## config.mk

```make
export PLATFORM = sky130hd
export DESIGN_NAME = four_stream_timestamp_aligner_top
export DESIGN_NICKNAME = d
export VERILOG_FILES = /design/src/design/fsta_pkg.sv /design/src/design/four_stream_timestamp_aligner_top.sv /design/src/design/fsta_ram.sv /design/src/design/fsta_ctrl.sv /design/src/design/fsta_datapath.sv
export VERILOG_INCLUDE_DIRS = /design/src /design/src/design
export SDC_FILE = /design/constraint.sdc
export NUM_CORES = 2
export LEC_CHECK = 0
export BUFFER_PORTS_ARGS = -buffer_cell sky130_fd_sc_hd__buf_2
export CAP_MARGIN = 5
export CORE_AREA = 2 2 489 491
export CTS_CLUSTER_DIAMETER = 50
export DETAILED_ROUTE_END_ITERATION = 8
export DIE_AREA = 0 0 491 493
export PLACE_DENSITY = 0.65
export SLEW_MARGIN = 30
export SYNTH_ARGS = -nofsm -noshare
export SYNTH_HDL_FRONTEND = slang
export SYNTH_SLANG_ARGS = --single-unit
```

## constraint.sdc

```tcl
create_clock -name clk_i -period 11.9 [get_ports clk_i]
set_clock_uncertainty 0.15 [all_clocks]
set_input_delay 2.38 -clock clk_i [delete_from_list [all_inputs] [get_ports clk_i]]
set_output_delay 2.38 -clock clk_i [all_outputs]
set_load 0.03 [all_outputs]
```

## src/design/four_stream_timestamp_aligner_top_defines.svh

```systemverilog
// Assertion macros shared by the timestamp aligner RTL.
`ifndef FOUR_STREAM_TIMESTAMP_ALIGNER_TOP_DEFINES_SVH
`define FOUR_STREAM_TIMESTAMP_ALIGNER_TOP_DEFINES_SVH
`ifndef ASSERT_OFF
// Checked at every rising edge outside reset.
`define FSTA_ASSERT(lbl, clk, rst_n, prop) \
  lbl: assert property (@(posedge clk) disable iff (!rst_n) prop) \
    else $error("%m: assertion failed");
// Checked at every rising edge, reset included.
`define FSTA_ASSERT_NR(lbl, clk, prop) \
  lbl: assert property (@(posedge clk) prop) \
    else $error("%m: assertion failed");
`else
`define FSTA_ASSERT(lbl, clk, rst_n, prop)
`define FSTA_ASSERT_NR(lbl, clk, prop)
`endif
`endif

```

## src/design/fsta_pkg.sv

```systemverilog
// Types and constants shared by the timestamp aligner modules.
package fsta_pkg;

  localparam int unsigned NumStreams    = 4;
  localparam int unsigned StreamBits    = 2;
  localparam int unsigned StampBits     = 48;
  localparam int unsigned InTagBits     = 16;
  localparam int unsigned OutTagBits    = 16;
  localparam int unsigned TolBits       = 32;
  localparam int unsigned QueueDepthDef = 8;
  localparam int unsigned TagBitsDef    = 16;
  localparam logic [TolBits-1:0] TolReset = 32'd10000000;
  localparam int unsigned OutDataBits   = NumStreams * (StampBits + OutTagBits);

  typedef enum logic [2:0] {
    ST_IDLE,
    ST_WRITE,
    ST_CHECK,
    ST_LOAD,
    ST_DECIDE
  } state_e;

  // Commands from the controller to the datapath.
  typedef struct packed {
    logic take;   // capture the input transfer
    logic push;   // append the captured frame to its queue
    logic load;   // register min, max and oldest stream of the heads
    logic emit;   // send the four heads and pop them
    logic drop;   // pop the oldest head
  } cmd_t;

  // Status from the datapath to the controller.
  typedef struct packed {
    logic all_filled;
    logic in_tol;
    logic out_busy;
  } sts_t;

endpackage

```

## src/design/four_stream_timestamp_aligner_top.sv

```systemverilog
// Top level of the four-stream timestamp aligner.
// After its input transfer a frame is written to its queue and the fill levels are checked;
// while a queue is empty the next input can then be taken. Once all four queues hold a frame,
// each stale head dropped repeats the head read, compare and spread check, and a finished
// set may wait for the output register to be free before it is sent and the next input taken.
// Reset (rst_ni low, asynchronous) empties all queues and restores the tolerance.
module four_stream_timestamp_aligner_top #(
  parameter int unsigned QUEUE_DEPTH = fsta_pkg::QueueDepthDef,
  parameter int unsigned TAG_BITS    = fsta_pkg::TagBitsDef
) (
  input  logic                             clk_i,
  input  logic                             rst_ni,
  // Input frames.
  input  logic                             s_axis_tvalid,
  output logic                             s_axis_tready,
  // From bit 0: frame_stamp (48), frame_tag (16).
  input  logic [63:0]                      s_axis_tdata,
  // From bit 0: stream_index (2).
  input  logic [fsta_pkg::StreamBits-1:0]  s_axis_tuser,
  // Synchronized sets.
  output logic                             m_axis_tvalid,
  input  logic                             m_axis_tready,
  // From bit 0: stamp_zero, stamp_one, stamp_two, stamp_three (48 each),
  // tag_zero, tag_one, tag_two, tag_three (16 each).
  output logic [fsta_pkg::OutDataBits-1:0] m_axis_tdata,
  // Tolerance register write channel.
  input  logic                             cfg_valid_i,
  output logic                             cfg_ready_o,
  input  logic [fsta_pkg::TolBits-1:0]     cfg_data_i
);
  import fsta_pkg::*;

  cmd_t cmd;
  sts_t sts;

  // The tolerance register takes a transfer in any cycle; the user must change it only while
  // no frame is in flight, as the block itself does not enforce this.
  assign cfg_ready_o = 1'b1;

  // The controller walks each frame through write, head read, compare and
  // decide; a failed spread check drops the oldest head and loops back to
  // the head read while all four queues still hold a frame.
  fsta_ctrl u_ctrl (
    .clk_i      (clk_i),
    .rst_ni     (rst_ni),
    .in_valid_i (s_axis_tvalid),
    .in_ready_o (s_axis_tready),
    .sts_i      (sts),
    .cmd_o      (cmd)
  );

  // The datapath holds the four queue RAMs, their pointers and fill levels,
  // the head comparison and the output register. A finished set may wait in
  // the output register while the next frame is already being taken; only a
  // second set waits for the first to leave.
  fsta_datapath #(
    .QueueDepth (QUEUE_DEPTH),
    .TagBits    (TAG_BITS)
  ) u_datapath (
    .clk_i       (clk_i),
    .rst_ni      (rst_ni),
    .cmd_i       (cmd),
    .sts_o       (sts),
    .in_stream_i (s_axis_tuser),
    .in_stamp_i  (s_axis_tdata[StampBits-1:0]),
    .in_tag_i    (s_axis_tdata[StampBits +: InTagBits]),
    .cfg_valid_i (cfg_valid_i),
    .cfg_data_i  (cfg_data_i),
    .out_ready_i (m_axis_tready),
    .out_valid_o (m_axis_tvalid),
    .out_data_o  (m_axis_tdata)
  );

endmodule

```

## src/design/fsta_ram.sv

```systemverilog
// Generic single-write, single-read RAM with registered read data.
module fsta_ram #(
  parameter int unsigned Width = 8,
  parameter int unsigned Depth = 8,
  localparam int unsigned AddrW = $clog2(Depth)
) (
  input  logic             clk_i,
  input  logic             we_i,
  input  logic [AddrW-1:0] waddr_i,
  input  logic [Width-1:0] wdata_i,
  input  logic [AddrW-1:0] raddr_i,
  output logic [Width-1:0] rdata_o
);

  logic [Width-1:0] mem_q [Depth];
  logic [Width-1:0] rdata_q;

  always_ff @(posedge clk_i) begin
    if (we_i) begin
      mem_q[waddr_i] <= wdata_i;
    end
    rdata_q <= mem_q[raddr_i];
  end

  assign rdata_o = rdata_q;

endmodule

```

## src/design/fsta_ctrl.sv

```systemverilog
// Sequencing state machine of the timestamp aligner.
module fsta_ctrl (
  input  logic          clk_i,
  input  logic          rst_ni,
  input  logic          in_valid_i,
  output logic          in_ready_o,
  input  fsta_pkg::sts_t sts_i,
  output fsta_pkg::cmd_t cmd_o
);
  import fsta_pkg::*;

  state_e state_q, state_d;

  always_ff @(posedge clk_i or negedge rst_ni) begin
    if (!rst_ni) begin
      state_q <= ST_IDLE;
    end else begin
      state_q <= state_d;
    end
  end

  always_comb begin
    state_d = state_q;
    unique case (state_q)
      ST_IDLE: begin
        if (in_valid_i) state_d = ST_WRITE;
      end
      ST_WRITE: state_d = ST_CHECK;
      ST_CHECK: begin
        state_d = sts_i.all_filled ? ST_LOAD : ST_IDLE;
      end
      ST_LOAD: state_d = ST_DECIDE;
      ST_DECIDE: begin
        if (!sts_i.in_tol) begin
          state_d = ST_CHECK;
        end else if (!sts_i.out_busy) begin
          state_d = ST_IDLE;
        end
      end
      default: state_d = ST_IDLE;
    endcase
  end

  always_comb begin
    cmd_o      = '0;
    in_ready_o = 1'b0;
    unique case (state_q)
      ST_IDLE: begin
        in_ready_o = 1'b1;
        cmd_o.take = in_valid_i;
      end
      ST_WRITE: cmd_o.push = 1'b1;
      ST_CHECK: ;
      ST_LOAD:  cmd_o.load = 1'b1;
      ST_DECIDE: begin
        cmd_o.drop = !sts_i.in_tol;
        cmd_o.emit = sts_i.in_tol && !sts_i.out_busy;
      end
      default: ;
    endcase
  end

endmodule

```

## src/design/fsta_datapath.sv

```systemverilog
// Frame queues, head comparison and output register of the timestamp aligner.
`include "four_stream_timestamp_aligner_top_defines.svh"
module fsta_datapath #(
  parameter int unsigned QueueDepth = fsta_pkg::QueueDepthDef,
  parameter int unsigned TagBits    = fsta_pkg::TagBitsDef
) (
  input  logic                            clk_i,
  input  logic                            rst_ni,
  input  fsta_pkg::cmd_t                  cmd_i,
  output fsta_pkg::sts_t                  sts_o,
  input  logic [fsta_pkg::StreamBits-1:0] in_stream_i,
  input  logic [fsta_pkg::StampBits-1:0]  in_stamp_i,
  input  logic [fsta_pkg::InTagBits-1:0]  in_tag_i,
  input  logic                            cfg_valid_i,
  input  logic [fsta_pkg::TolBits-1:0]    cfg_data_i,
  input  logic                            out_ready_i,
  output logic                            out_valid_o,
  output logic [fsta_pkg::OutDataBits-1:0] out_data_o
);
  import fsta_pkg::*;

  localparam int unsigned AddrW  = $clog2(QueueDepth);
  localparam int unsigned CntW   = $clog2(QueueDepth + 1);
  localparam int unsigned SumW   = AddrW + 1;
  localparam int unsigned EntryW = StampBits + TagBits;

  function automatic logic [AddrW-1:0] wrap_inc(input logic [AddrW-1:0] a);
    logic [AddrW-1:0] r;
    r = (a == AddrW'(QueueDepth - 1)) ? '0 : a + AddrW'(1);
    return r;
  endfunction

  logic [TolBits-1:0]    tol_q;
  logic [AddrW-1:0]      head_q [NumStreams];
  logic [AddrW-1:0]      head_d [NumStreams];
  logic [CntW-1:0]       cnt_q  [NumStreams];
  logic [CntW-1:0]       cnt_d  [NumStreams];
  logic [StreamBits-1:0] stream_q;
  logic [StampBits-1:0]  stamp_q;
  logic [TagBits-1:0]    tag_q;
  logic [StampBits-1:0]  tmin_q, tmax_q;
  logic [StreamBits-1:0] oldest_q;
  logic                  out_valid_q;
  logic [OutDataBits-1:0] out_data_q;

  logic [EntryW-1:0]     rdata [NumStreams];
  logic [StampBits-1:0]  hstamp [NumStreams];
  logic [OutTagBits-1:0] htag [NumStreams];
  logic [SumW-1:0]       tail_sum;
  logic [AddrW-1:0]      tail;
  logic                  full;
  logic                  all_filled;

  // Input capture and tolerance register.
  always_ff @(posedge clk_i) begin
    if (cmd_i.take) begin
      stream_q <= in_stream_i;
      stamp_q  <= in_stamp_i;
      tag_q    <= TagBits'(in_tag_i);
    end
  end

  always_ff @(posedge clk_i or negedge rst_ni) begin
    if (!rst_ni) begin
      tol_q <= TolReset;
    end else if (cfg_valid_i) begin
      tol_q <= cfg_data_i;
    end
  end

  // Write position: head plus count, wrapped once.
  assign tail_sum = SumW'(head_q[stream_q]) + SumW'(cnt_q[stream_q]);
  assign tail     = (tail_sum >= SumW'(QueueDepth)) ?
                    AddrW'(tail_sum - SumW'(QueueDepth)) : AddrW'(tail_sum);
  assign full     = (cnt_q[stream_q] == CntW'(QueueDepth));

  for (genvar g = 0; g < NumStreams; g++) begin : g_queue
    fsta_ram #(
      .Width (EntryW),
      .Depth (QueueDepth)
    ) u_ram (
      .clk_i   (clk_i),
      .we_i    (cmd_i.push && (stream_q == StreamBits'(g))),
      .waddr_i (tail),
      .wdata_i ({stamp_q, tag_q}),
      .raddr_i (head_q[g]),
      .rdata_o (rdata[g])
    );
    assign hstamp[g] = rdata[g][EntryW-1 -: StampBits];
    assign htag[g]   = OutTagBits'(rdata[g][TagBits-1:0]);
  end

  always_comb begin
    all_filled = 1'b1;
    for (int s = 0; s < NumStreams; s++) begin
      if (cnt_q[s] == '0) all_filled = 1'b0;
    end
  end

  // Pointer and fill level updates.
  always_comb begin
    for (int s = 0; s < NumStreams; s++) begin
      head_d[s] = head_q[s];
      cnt_d[s]  = cnt_q[s];
    end
    if (cmd_i.push) begin
      if (full) begin
        head_d[stream_q] = wrap_inc(head_q[stream_q]);
      end else begin
        cnt_d[stream_q] = cnt_q[stream_q] + CntW'(1);
      end
    end else if (cmd_i.emit) begin
      for (int s = 0; s < NumStreams; s++) begin
        head_d[s] = wrap_inc(head_q[s]);
        cnt_d[s]  = cnt_q[s] - CntW'(1);
      end
    end else if (cmd_i.drop) begin
      head_d[oldest_q] = wrap_inc(head_q[oldest_q]);
      cnt_d[oldest_q]  = cnt_q[oldest_q] - CntW'(1);
    end
  end

  always_ff @(posedge clk_i or negedge rst_ni) begin
    if (!rst_ni) begin
      for (int s = 0; s < NumStreams; s++) begin
        head_q[s] <= '0;
        cnt_q[s]  <= '0;
      end
    end else begin
      for (int s = 0; s < NumStreams; s++) begin
        head_q[s] <= head_d[s];
        cnt_q[s]  <= cnt_d[s];
      end
    end
  end

  // Min and max over the four heads as a two-level tree. Strict less-than
  // keeps the lower stream on ties.
  logic                  lo01, lo23, lofin, hi01, hi23;
  logic [StampBits-1:0]  m01, m23, x01, x23;
  logic [StreamBits-1:0] i01, i23;

  always_comb begin
    lo01  = hstamp[1] < hstamp[0];
    m01   = lo01 ? hstamp[1] : hstamp[0];
    i01   = lo01 ? StreamBits'(1) : StreamBits'(0);
    lo23  = hstamp[3] < hstamp[2];
    m23   = lo23 ? hstamp[3] : hstamp[2];
    i23   = lo23 ? StreamBits'(3) : StreamBits'(2);
    lofin = m23 < m01;
    hi01  = hstamp[1] > hstamp[0];
    x01   = hi01 ? hstamp[1] : hstamp[0];
    hi23  = hstamp[3] > hstamp[2];
    x23   = hi23 ? hstamp[3] : hstamp[2];
  end

  always_ff @(posedge clk_i) begin
    if (cmd_i.load) begin
      tmin_q   <= lofin ? m23 : m01;
      oldest_q <= lofin ? i23 : i01;
      tmax_q   <= (x23 > x01) ? x23 : x01;
    end
  end

  // Output register.
  always_ff @(posedge clk_i or negedge rst_ni) begin
    if (!rst_ni) begin
      out_valid_q <= 1'b0;
    end else if (cmd_i.emit) begin
      out_valid_q <= 1'b1;
    end else if (out_ready_i) begin
      out_valid_q <= 1'b0;
    end
  end

  always_ff @(posedge clk_i) begin
    if (cmd_i.emit) begin
      out_data_q <= {htag[3], htag[2], htag[1], htag[0],
                     hstamp[3], hstamp[2], hstamp[1], hstamp[0]};
    end
  end

  assign sts_o.all_filled = all_filled;
  assign sts_o.in_tol     = (tmax_q - tmin_q) <= StampBits'(tol_q);
  assign sts_o.out_busy   = out_valid_q && !out_ready_i;
  assign out_valid_o      = out_valid_q;
  assign out_data_o       = out_data_q;

  `FSTA_ASSERT(a_cnt_bound, clk_i, rst_ni, (cnt_q[0] <= CntW'(QueueDepth)) && (cnt_q[1] <= CntW'(QueueDepth)) && (cnt_q[2] <= CntW'(QueueDepth)) && (cnt_q[3] <= CntW'(QueueDepth)))
  `FSTA_ASSERT(a_emit_valid, clk_i, rst_ni, cmd_i.emit |=> out_valid_q)
  `FSTA_ASSERT(a_emit_filled, clk_i, rst_ni, cmd_i.emit |-> (all_filled && sts_o.in_tol))
  `FSTA_ASSERT(a_drop_filled, clk_i, rst_ni, cmd_i.drop |-> all_filled)
  `FSTA_ASSERT_NR(a_rst_out, clk_i, !rst_ni |=> !out_valid_q)

endmodule

```

==> flow_summary.ini <==
[status]
status = completed

[logic_synthesis]
synth.most_common_cell = edfxtp_1
avgSynthCellArea_um2 = 19.1
async_flop_share = 0.0230
synth_edf_count = 2468
syn-num-nets = 6217
synth_area_leaders = edfxtp_1, mux4_2, dfxtp_1
yosysTopAreaCell = edfxtp_1
syn_area_mm2 = 0.111
synth_cells = 5822
synth_warnings = 0
ys_top_cells_by_count = edfxtp_1, mux4_2, inv_1
synth_seq_cells = 2788
synth_top_area_share = 0.668
synth_cell_type_count = 93
yosysSeqAreaShare = 0.729
ys.flop_type = edfxtp_1

[power]
combPwrFrac = 0.349
seqPwrFrac = 0.389
p_int_mw = 23.5
p_leak_nw = 44.4
power_density_mw_per_mm2 = 284
clkPwrFrac = 0.263
swShare = 0.354
power_switching_mw = 12.9
vdd_drop_max_uv = 412

[final_layout]
drive_gt1_frac = 0.280
area_growth_pct = 15.4
final_util = 0.540
stdcell_count = 9858
num-nets-final = 6831

[sta]
min_period_ns = 7.85
finalSetupViolations = 0
worst_pin_slew_ns = 1.09
fin_tns_setup_ns = 0
finalMaxSlewViolations = 0
hold_viol_final = 0
rsz0062_at_grt = false
period_share = 0.659
whs_ns = 0.255
fmax_ghz = 0.127
relSlewSlack = 0.274

[cts]
postCtsHoldBufs = 0
cts_resized = 0
clkTransAtPathRegs_ns = 0.06
cts_tree = done
cts-root-buf = clkbuf_16
cts-buffers-inserted = 322
htreeDepth = 5
cts.sinks = 2788
cts_buffer_depth = 4
post_cts.repair.setup_buffers = 0
clk_latency_ns = 0.95

[drt]
antenna_left = 0
vias = 59100
wl_per_cell_um = 32.1
drt_iter0_markers = 7342
routed_via_density = 6.00
dr.pass1.iters = 6
drc = 0
wirelength_mm = 316

[floorplan]
initial_core_util = 0.468
die-height_um = 493
coreArea_mm2 = 0.237
row_count = 179
die_x_um = 491
die_area_mm2 = 0.242
pin_count = 362

[placed_design]
place.gp.congestion = 0.926
place_hpwl_mm = 198
io_buffer_count = 360
dp.cells = 9237

[grt]
grt_max_degree = 112
grt_antenna_before_repair = 26
grt_pass1_wl_mm = 441
grt-ovfl-total = 0
grt_util_met3 = 0.0418
grt_util_met1 = 0.375
gr-usage-all-layers = 0.258
use_met2 = 0.396
grt_busiest_layer = met2
grt_pass1_vias = 58300

[worst_setup_path]
critPathLaunch = u_datapath.g_queue[0].u_ram.rdata_o[17]$_DFF_P_
rr_worst_depth = 25
critPathCaptureType = flop
worstPathArrival_ns = 8.34
critPathKind = flop to flop
cp_max_fo = 50
worst_r2r_endpoint = u_datapath.tmin_q[40]$_DFFE_PN_
crit_path_end = u_datapath.tmin_q[40]$_DFFE_PN_
cp_slowest_cell = buf_4
crit_path_start_kind = flop
worstPathRequired_ns = 12.39
slowest_delay_ns = 0.78
r2r_slack_ns = 4.05
rr_startpoint = u_datapath.g_queue[0].u_ram.rdata_o[17]$_DFF_P_

[worst_hold_path]
hold_path_class = flop to flop

[run]
maxCapViolations = 0
through the flow:
step           power (mW)  setup slack [ns]  area, µm²
4_1_cts              36.3              4.09     127000
2_1_floorplan        22.1              1.93     111000
5_1_grt              37.9              3.60     128000
3_5_place_dp         26.8              4.11     117000
6_report             36.4              4.05     128000
3_3_place_gp         26.6              4.23     117000
layout make-up:
class	count	area (µm²)
clock buffer	431	8860
fill	18400	109000
inverter	306	1160
tap	3167	3960
antenna	8	20.0
sequential	2788	80900
timing repair buffer	514	3320
multi-input combinational	2504	28400
clock inverter	140	1410
critical path: cells and delay by family, from the launching register on:
kind,cells,cell delay (ns)
compound gates,15,3.03
fa+ha+maj,2,0.60
buf+inv,3,1.54
flops,1,0.41
mux,2,0.58
simple gates,3,1.03
power groups by stage:
stage	registers [mW]	clock network, mW	logic (mW)
final	14.2	9.56	12.7
after global routing	14.2	10.1	13.6
after CTS	14.3	9.69	12.4
after detailed placement	14.5	0	12.3
after global placement	14.4	0	12.2
after floorplan	13.3	0	8.78
placed cells by master (no fill, tap or decap), drive strengths merged, types with 137 or more instances in the layout:
cell	n
mux4	526
edfxtp	2468
dfxtp	256
nand2	137
ha	290
mux2	270
inv	332
mux2i	288
nor2	143
clkbuf	431
buf	514
a21oi	165
how the worst min path moves through the flow:
stage / start / end / slack (ns) / depth (start not counted)
after floorplan: u_datapath.g_queue[0].u_ram.rdata_o[0]$_DFF_P_ / u_datapath.out_data_o[192]$_DFFE_PN_ / 0.24 / 0
after global placement: u_datapath.g_queue[0].u_ram.rdata_o[3]$_DFF_P_ / u_datapath.out_data_o[195]$_DFFE_PN_ / 0.24 / 0
after detailed placement: u_datapath.g_queue[2].u_ram.rdata_o[2]$_DFF_P_ / u_datapath.out_data_o[226]$_DFFE_PN_ / 0.24 / 0
after CTS: u_datapath.g_queue[3].u_ram.rdata_o[10]$_DFF_P_ / u_datapath.out_data_o[250]$_DFFE_PN_ / 0.26 / 0
after global routing: u_datapath.g_queue[3].u_ram.rdata_o[14]$_DFF_P_ / u_datapath.out_data_o[254]$_DFFE_PN_ / 0.26 / 0
final: u_datapath.g_queue[3].u_ram.rdata_o[10]$_DFF_P_ / u_datapath.out_data_o[250]$_DFFE_PN_ / 0.26 / 0
registers in the layout, indices dropped and copies added (netlist names):
name / flops
u_datapath.tol_q: 32
u_datapath.g_queue.u_ram.mem_q: 2048
u_datapath.head_q: 12
u_datapath.out_valid_o: 1
u_datapath.out_data_o: 256
u_ctrl.state_q: 3
u_datapath.tmax_q: 48
u_datapath.oldest_q: 2
u_datapath.tag_q: 16
u_datapath.stream_q: 2
u_datapath.cnt_q: 16
u_datapath.g_queue.u_ram.rdata_o: 256
u_datapath.stamp_q: 48
u_datapath.tmin_q: 48
metal layers:
layer	routed length, µm	vias to the layer above	part of all wire
met3	27700	449	0.088
met5	12	-	0.000038
li1	-	24500	-
met1	131000	31100	0.42
met2	145000	3068	0.46
met4	12100	2	0.038
cells by family after synthesis:
group	synth area share
other	0.0000338
flip-flops	0.729
multiplexers	0.160
AO/OA/AOI/OAI	0.0315
buffers and inverters	0.0183
XOR/XNOR	0.00410
AND/OR/NAND/NOR	0.0243
adder cells (fa/ha/maj)	0.0331
Note: power is estimated with default switching activity, not from simulation.
